**src/rtl/pidsc_pkg.sv**
```systemverilog
`default_nettype none
package pidsc_pkg;
   localparam int SigW    = 32;
   localparam int GainW   = 24;
   localparam int DtW     = 16;
   localparam int IntegW  = 48;
   localparam int DriveW  = 16;
   localparam int DiffW   = 33;
   localparam int DerivW  = 50;
   localparam int AccW    = 80;
   localparam int CsrIdxW = 2;
   localparam int CntW    = 6;

   localparam logic [CsrIdxW-1:0] CSR_PROP  = 2'd0;
   localparam logic [CsrIdxW-1:0] CSR_INTEG = 2'd1;
   localparam logic [CsrIdxW-1:0] CSR_DERIV = 2'd2;

   localparam logic [GainW-1:0] PROP_RESET  = 24'd3277;
   localparam logic [GainW-1:0] INTEG_RESET = 24'd6554;
   localparam logic [GainW-1:0] DERIV_RESET = 24'd0;

   localparam logic signed [DriveW-1:0] DRIVE_ONE = 16'sd16384;

   typedef logic signed [AccW-1:0] acc_type;
endpackage
`default_nettype wire

```
**src/rtl/pid_speed_controller.sv**
```systemverilog
// Channel | Direction | Ports                                          | Handshake
// req     | in        | req_setpoint/speed_valid/measured_speed/elapsed | req_valid/req_ready
// rsp     | out       | rsp_drive                                      | rsp_valid/rsp_ready
// csr     | in        | csr_index, csr_data                            | csr_write
//
// One item at a time. An item that yields a drive is offered on rsp once it has passed
// through the error, e*dt, integral, bit-serial divider, three gain products (one multiplier
// bit per cycle) and clamp steps in that order. An item with no result leaves the block
// idle, so the next item can be taken on the following cycle.
// Reset is synchronous and clears the loop state and the gains to their defaults.
// A finished drive waits in rsp_drive; req_ready is low until it is taken.
`default_nettype none
module pid_speed_controller
   import pidsc_pkg::*;
(
   input  wire logic                      clock,
   input  wire logic                      reset,
   input  wire logic                      req_valid,
   output logic                           req_ready,
   input  wire logic signed [SigW-1:0]    req_setpoint,
   input  wire logic                      req_speed_valid,
   input  wire logic signed [SigW-1:0]    req_measured_speed,
   input  wire logic [DtW-1:0]            req_elapsed,
   output logic                           rsp_valid,
   input  wire logic                      rsp_ready,
   output logic signed [DriveW-1:0]       rsp_drive,
   input  wire logic                      csr_write,
   input  wire logic [CsrIdxW-1:0]        csr_index,
   input  wire logic [GainW-1:0]          csr_data
);
   localparam logic [3:0] S_IDLE  = 4'd0;
   localparam logic [3:0] S_ERR   = 4'd1;
   localparam logic [3:0] S_INC   = 4'd2;   // e*dt, 16 multiplier bits
   localparam logic [3:0] S_INTEG = 4'd3;
   localparam logic [3:0] S_DIV   = 4'd4;   // restoring divide of |diff|<<16 by dt
   localparam logic [3:0] S_MP    = 4'd5;   // Kp*e
   localparam logic [3:0] S_MI    = 4'd6;   // Ki*integral
   localparam logic [3:0] S_MD    = 4'd7;   // Kd*deriv
   localparam logic [3:0] S_OUT   = 4'd8;
   localparam logic [3:0] S_RSP   = 4'd9;

   logic [3:0] state_ff, state_in;
   logic [CntW-1:0] cnt_ff, cnt_in;
   logic signed [GainW-1:0] kp_ff, ki_ff, kd_ff;
   logic signed [SigW-1:0] held_ff, held_in, prev_ff, prev_in, sp_ff, sp_in;
   logic seen_ff, seen_in;
   logic signed [IntegW-1:0] integ_ff, integ_in;
   logic [DtW-1:0] dt_ff, dt_in;
   logic signed [SigW-1:0] e_ff, e_in;
   // multiplicand is sign-extended to the accumulator; multiplier shifts out one bit a cycle
   acc_type mcand_ff, mcand_in, prod_ff, prod_in, sum_ff, sum_in;
   logic [DerivW-1:0] mplier_ff, mplier_in;
   // divider
   logic [DerivW-1:0] quo_ff, quo_in;
   logic [DtW-1:0] rem_ff, rem_in;
   logic neg_ff, neg_in;
   logic signed [DerivW-1:0] deriv_ff, deriv_in;
   logic signed [DriveW-1:0] drive_ff, drive_in;
   logic rspv_ff, rspv_in;

   logic signed [DiffW-1:0] diff_w;
   logic [DiffW-1:0] mag_w;
   logic [DtW:0] trial_w;
   logic signed [IntegW:0] isum_w;
   logic signed [SigW:0] esum_w;
   acc_type addend_w, shifted_w;

   assign req_ready = (state_ff == S_IDLE) && !rspv_ff;
   assign rsp_valid = rspv_ff;
   assign rsp_drive = drive_ff;

   always_ff @(posedge clock) begin
      if (reset) begin
         kp_ff <= PROP_RESET;
         ki_ff <= INTEG_RESET;
         kd_ff <= DERIV_RESET;
      end else if (csr_write) begin
         unique case (csr_index)
            CSR_PROP:  kp_ff <= csr_data;
            CSR_INTEG: ki_ff <= csr_data;
            CSR_DERIV: kd_ff <= csr_data;
            default: ;
         endcase
      end
   end

   always_comb begin
      state_in = state_ff; cnt_in = cnt_ff; held_in = held_ff; seen_in = seen_ff;
      prev_in = prev_ff; integ_in = integ_ff; sp_in = sp_ff; dt_in = dt_ff;
      e_in = e_ff; mcand_in = mcand_ff; prod_in = prod_ff; sum_in = sum_ff;
      mplier_in = mplier_ff; quo_in = quo_ff; rem_in = rem_ff; neg_in = neg_ff;
      deriv_in = deriv_ff; drive_in = drive_ff; rspv_in = rspv_ff;
      diff_w = DiffW'(e_ff) - DiffW'(prev_ff);
      mag_w = diff_w[DiffW-1] ? DiffW'(-diff_w) : DiffW'(diff_w);
      trial_w = {rem_ff, mplier_ff[DerivW-1]};
      isum_w = (IntegW+1)'(integ_ff) + (IntegW+1)'(prod_ff >>> 16);
      esum_w = (SigW+1)'(sp_ff) - (SigW+1)'(held_ff);
      addend_w = mplier_ff[0] ? mcand_ff : '0;
      shifted_w = mcand_ff <<< 1;
      if (rspv_ff && rsp_ready) rspv_in = 1'b0;
      unique case (state_ff)
         S_IDLE: if (req_valid && req_ready) begin
            // take the measurement first: it counts on this same item
            if (req_speed_valid) begin held_in = req_measured_speed; seen_in = 1'b1; end
            sp_in = req_setpoint; dt_in = req_elapsed;
            if ((req_speed_valid || seen_ff) && req_elapsed != '0) state_in = S_ERR;
         end
         S_ERR: begin
            // saturate the error to 32 bits, then start e*dt
            if (esum_w[SigW] != esum_w[SigW-1])
               e_in = esum_w[SigW] ? {1'b1, {(SigW-1){1'b0}}} : {1'b0, {(SigW-1){1'b1}}};
            else e_in = esum_w[SigW-1:0];
            mcand_in = AccW'(e_in);
            mplier_in = DerivW'(dt_ff);
            prod_in = '0; cnt_in = CntW'(DtW - 1); state_in = S_INC;
         end
         S_INC, S_MP, S_MI, S_MD: begin
            prod_in = prod_ff + addend_w;
            mcand_in = shifted_w;
            mplier_in = mplier_ff >> 1;
            cnt_in = cnt_ff - 1'b1;
            if (cnt_ff == '0) begin
               unique case (state_ff)
                  S_INC: state_in = S_INTEG;
                  S_MP: begin
                     sum_in = prod_in;
                     mcand_in = AccW'(integ_ff); mplier_in = DerivW'(ki_ff);
                     prod_in = '0; cnt_in = CntW'(GainW - 1); state_in = S_MI;
                  end
                  S_MI: begin
                     sum_in = sum_ff + prod_in;
                     mcand_in = AccW'(deriv_ff); mplier_in = DerivW'(kd_ff);
                     prod_in = '0; cnt_in = CntW'(GainW - 1); state_in = S_MD;
                  end
                  default: begin
                     sum_in = sum_ff + prod_in;
                     state_in = S_OUT;
                  end
               endcase
            end
            // gain multipliers are signed: last bit subtracts
            if ((state_ff == S_MP || state_ff == S_MI || state_ff == S_MD) && cnt_ff == '0
                && mplier_ff[0]) begin
               if (state_ff == S_MP) sum_in = prod_ff - mcand_ff;
               else sum_in = sum_ff + prod_ff - mcand_ff;
            end
         end
         S_INTEG: begin
            // add floor(e*dt/2^16) to the integral, then saturate at 48 bits
            if (isum_w[IntegW] != isum_w[IntegW-1])
               integ_in = isum_w[IntegW] ? {1'b1, {(IntegW-1){1'b0}}}
                                         : {1'b0, {(IntegW-1){1'b1}}};
            else integ_in = isum_w[IntegW-1:0];
            neg_in = diff_w[DiffW-1];
            mplier_in = {mag_w, 16'd0, 1'b0} >> 1;
            rem_in = '0; quo_in = '0;
            cnt_in = CntW'(DerivW - 1); state_in = S_DIV;
         end
         S_DIV: begin
            mplier_in = mplier_ff << 1;
            if (trial_w >= {1'b0, dt_ff}) begin
               rem_in = DtW'(trial_w - {1'b0, dt_ff}); quo_in = {quo_ff[DerivW-2:0], 1'b1};
            end else begin
               rem_in = trial_w[DtW-1:0]; quo_in = {quo_ff[DerivW-2:0], 1'b0};
            end
            cnt_in = cnt_ff - 1'b1;
            if (cnt_ff == '0) begin
               deriv_in = neg_ff ? DerivW'(-quo_in) : quo_in;
               prev_in = e_ff;
               mcand_in = AccW'(e_ff); mplier_in = DerivW'(kp_ff);
               prod_in = '0; cnt_in = CntW'(GainW - 1); state_in = S_MP;
            end
         end
         S_OUT: begin
            // floor(sum/2^18), clamp to plus or minus one
            if ((sum_ff >>> 18) > AccW'(DRIVE_ONE)) drive_in = DRIVE_ONE;
            else if ((sum_ff >>> 18) < -AccW'(DRIVE_ONE)) drive_in = -DRIVE_ONE;
            else drive_in = sum_ff[18 +: DriveW];
            rspv_in = 1'b1; state_in = S_IDLE;
         end
         default: state_in = S_IDLE;
      endcase
   end

   always_ff @(posedge clock) begin
      if (reset) begin
         state_ff <= S_IDLE; rspv_ff <= 1'b0; seen_ff <= 1'b0;
         held_ff <= '0; prev_ff <= '0; integ_ff <= '0;
      end else begin
         state_ff <= state_in; rspv_ff <= rspv_in; seen_ff <= seen_in;
         held_ff <= held_in; prev_ff <= prev_in; integ_ff <= integ_in;
      end
   end

   always_ff @(posedge clock) begin
      cnt_ff <= cnt_in; sp_ff <= sp_in; dt_ff <= dt_in; e_ff <= e_in;
      mcand_ff <= mcand_in; prod_ff <= prod_in; sum_ff <= sum_in;
      mplier_ff <= mplier_in; quo_ff <= quo_in; rem_ff <= rem_in; neg_ff <= neg_in;
      deriv_ff <= deriv_in; drive_ff <= drive_in;
   end

   a_ready_idle: assert property (@(posedge clock) disable iff (reset)
      req_ready |-> (state_ff == S_IDLE)) else $error("ready outside idle");
   a_drive_range: assert property (@(posedge clock) disable iff (reset)
      rsp_valid |-> (rsp_drive <= DRIVE_ONE && rsp_drive >= -DRIVE_ONE))
      else $error("drive out of range");
   a_out_valid: assert property (@(posedge clock) disable iff (reset)
      (state_ff == S_OUT) |=> rsp_valid) else $error("result lost");
   a_no_accept_busy: assert property (@(posedge clock) disable iff (reset)
      rsp_valid && !rsp_ready |=> !req_ready) else $error("accept while result held");
endmodule
`default_nettype wire
```
**config.mk**
```make
export PLATFORM = sky130hd
export DESIGN_NAME = pid_speed_controller
export DESIGN_NICKNAME = d
export VERILOG_FILES = /design/src/rtl/pidsc_pkg.sv /design/src/rtl/pid_speed_controller.sv
export SDC_FILE = /design/constraint.sdc
export NUM_CORES = 2
export LEC_CHECK = 0
export BUFFER_PORTS_ARGS = -buffer_cell sky130_fd_sc_hd__buf_2
export CAP_MARGIN = 20
export CORE_UTILIZATION = 68
export CTS_CLUSTER_SIZE = 28
export DETAILED_ROUTE_END_ITERATION = 8
export PLACE_DENSITY_LB_ADDON = 0.15
export SLEW_MARGIN = 20
export SYNTH_ARGS = -nofsm -noshare
export SYNTH_HDL_FRONTEND = slang
export SYNTH_SLANG_ARGS = --single-unit
```
**constraint.sdc**
```tcl
create_clock -name clock -period 35.4 [get_ports clock]
set_input_delay 1.77 -clock clock [delete_from_list [all_inputs] [get_ports clock]]
set_output_delay 1.77 -clock clock [all_outputs]
set_load 0.005 [all_outputs]
```
==> results by group <==
Floorplan
  • Core Box Area: 88400 um^2
  • Rows: 109
  • Chip width: 301 um
  • Die H: 301 um
  • Initial Util: 68.6%
  • I/O pin total: 130
  • Total Die Area: 90400 um^2

Placed design
  • Port Buf Inserts: 129
  • Global placer's final weighted congestion: 1.04
  • Post-DP HPWL: 153 mm
  • Placed Instances: 8316

Clocking
  • Clock transition at the registers of the reported paths: 0.06 ns
  • Root buffer cell: clkbuf_16
  • H-tree levels: 3
  • Clock Path Buffers: 3
  • Setup Buffers After CTS: 0
  • Clock latency on the worst-skew pair: 0.69 ns
  • CTS tree: done
  • Cts bufs inserted: 80
  • Hold Buf Count CTS: 0
  • Number of gates resized after cts: 0
  • CTS sink cnt: 698

Logic synthesis
  • Mapped Area: 60600 um^2
  • Synth async-reset ratio: 0%
  • Synthesized flop and latch total: 698
  • Distinct cells, synth: 112
  • Post-synth EDFFs: 508
  • Syn Inst Count: 7340
  • Share of the yosys chip area belonging to registers: 31.4%
  • Syn Area/Cell: 8.26 um^2
  • Count of warnings emitted by yosys: 0
  • Top FF cell, synth: edfxtp_1
  • Synth top area share: 25.2%
  • Area leader, netlist: edfxtp_1
  • Post-Syn Nets: 8003
  • Largest cells by area after synthesis: edfxtp_1 (25%), ha_1 (9.6%), a21oi_1 (6.5%)

Routing
  • Via density: 6.83
  • DRC: 0
  • WL final: 203 mm
  • Post-route antenna net violation count: 0
  • First-iteration detailed-routing DRC count: 7962
  • Router iterations before antenna repair: 8
  • DR vias: 57800
  • Wire per inst: 24.0 um

Layout
  • Cell Count, Final, Fillers Out: 8464
  • Most common library cell in the layout ignoring fill and taps: nand2_1
  • Share of cells above drive strength 1: 5.86%
  • Antenna Cells: 0
  • P&R area growth vs syn: 6.75%
  • Most frequent cells in the layout: nand2_1 (803), a21oi_1 (788), inv_1 (633)
  • NumNets Final: 7896
  • Fillers: 6696

Critical path
  • CP Data Required Time: 35.80 ns
  • Worst setup EP type: flip-flop
  • Largest fanout on the critical path: 45
  • CP Launch Type: flip-flop
  • Worst Path Arrival: 9.22 ns
  • Crit Path Category: flip-flop to flip-flop

Global routing
  • First-pass GRT wire length: 309 mm
  • Antenna violations before repair: 4
  • Largest net degree at the start of global routing: 161
  • Global route overflow: 0
  • Vias in the first global route: 53600
  • GRT Total Usage: 43.8%

Timing
  • Max-slew headroom: 18.8%
  • Worst-case clock skew: 0.0323 ns
  • Post-route minimum period: 8.81 ns
  • Least-Margin Pin Slew: 1.22 ns
  • Setup violators final: 0
  • Setup repair after global routing missed its margin: no
  • Max Fclk: 113 MHz
  • Tcrit/Tclk final: 24.9%
  • Setup TNS: 0 ns
  • Max-slew violations: 0
  • Final hold vios: 0

Run status
  • Status: completed

Min path
  • Min-delay worst type: flip-flop to flip-flop

Run
  • MaxCap Viol Count: 0
[metal layers]
| layer | track usage, % | part of all wire, % | vias to the layer above |
|---|---|---|---|
| li1 | - | - | 26200 |
| met1 | 61.0 | 39 | 27300 |
| met2 | 65.1 | 42 | 3776 |
| met3 | 11.7 | 14 | 499 |
| met4 | 16.1 | 3.9 | 6 |
| met5 | 0 | 0.018 | - |
[registers in the layout, indices dropped and copies added (netlist names), 4 cells and up]
register	cells
kp_ff	24
mplier_ff	50
held_ff	32
rem_ff	16
dt_ff	16
prev_ff	32
state_ff	4
prod_ff	80
quo_ff	49
integ_ff	48
sum_ff	80
kd_ff	24
sp_ff	32
rsp_drive	16
cnt_ff	6
ki_ff	24
e_ff	32
mcand_ff	80
deriv_ff	50
[stage by stage]
stage | hold WS (ns) | setup slack (ns) | cell area [um^2] | util [%]
final | 0.456 | 26.59 | 64700 | 73.3
after CTS | 0.457 | 26.70 | 64700 | 73.3
after global placement | 0.442 | 26.90 | 61900 | 70.0
after detailed placement | 0.447 | 26.73 | 61900 | 70.0
after floorplan | 0.436 | 23.45 | 60600 | -
after global routing | 0.470 | 26.22 | 64700 | 73.3
[final timing paths]
kind,slack (ns),startpoint,cells after the start,to
hold / removal,0.46,kd_ff[15],2,kd_ff[15]
setup / recovery,26.59,mplier_ff[0],27,sum_ff[79]
hold reg to reg,0.46,kd_ff[15],2,kd_ff[15]
setup reg to reg,26.59,mplier_ff[0],27,sum_ff[79]
[kinds of logic (layout without fill, tap and decap cells)]
group	Yosys count	in the layout	share of synthesized area [%]
xor+xnor	477	477	6.89
simple gates	2142	2142	16.8
compound gates	2422	2422	25.5
flops	698	698	31.4
fa+ha+maj	557	557	12.5
buf+inv	1012	971	6.35
mux	32	32	0.551
[synth_stat cells (all sizes together) (38+ instances only)]
cell type	n
a221o	42
fa	86
o31ai	38
nor3	104
edfxtp	508
xor2	182
o21ai	500
a211oi	148
ha	465
a21o	293
nand4	126
and3	80
o21a	62
xnor2	295
nand2b	50
a21oi	791
a22oi	46
nor2b	56
o211ai	38
nand3	98
dfxtp	190
or3	38
o21bai	91
inv	634
nor2	468
a31oi	69
nand2	806
and2	159
clkbuf	342
[final cells by class]
| type | count | area (um^2) | area share (%) |
|---|---|---|---|
| clock buffers | 114 | 2330 | 3.60 |
| clock inverters | 34 | 526 | 0.812 |
| inverters | 636 | 2390 | 3.69 |
| multi-input cells | 5630 | 37900 | 58.5 |
| flip-flops and latches | 698 | 19100 | 29.4 |
| well taps | 1165 | 1460 | 2.25 |
| repair buffers | 187 | 1120 | 1.72 |
[critical path: stages, from the launching register on]
cell and delay [ns]:
edfxtp_1 0.38, buf_4 0.42, buf_4 0.48, and2_1 0.20
ha_1 0.19, inv_1 0.07, fa_1 0.39, nand2b_1 0.18
a21o_1 0.21, a2111oi_2 0.36, o211ai_1 0.27, o21ba_2 0.32
o31a_1 0.46, o41ai_2 0.55, a21boi_1 0.23, mux2i_1 0.25
nor2_1 0.14, ha_1 0.50, nand4_1 0.23, nor4_1 0.85
o2111ai_1 0.47, a21oi_1 0.44, a21oi_1 0.18, o21ai_0 0.17
o21ai_0 0.13, mux2i_1 0.20, xnor2_1 0.14, o211ai_1 0.10
Power is not shown: default switching activity piles up to over one toggle a cycle in this logic, so the estimate is an artifact.
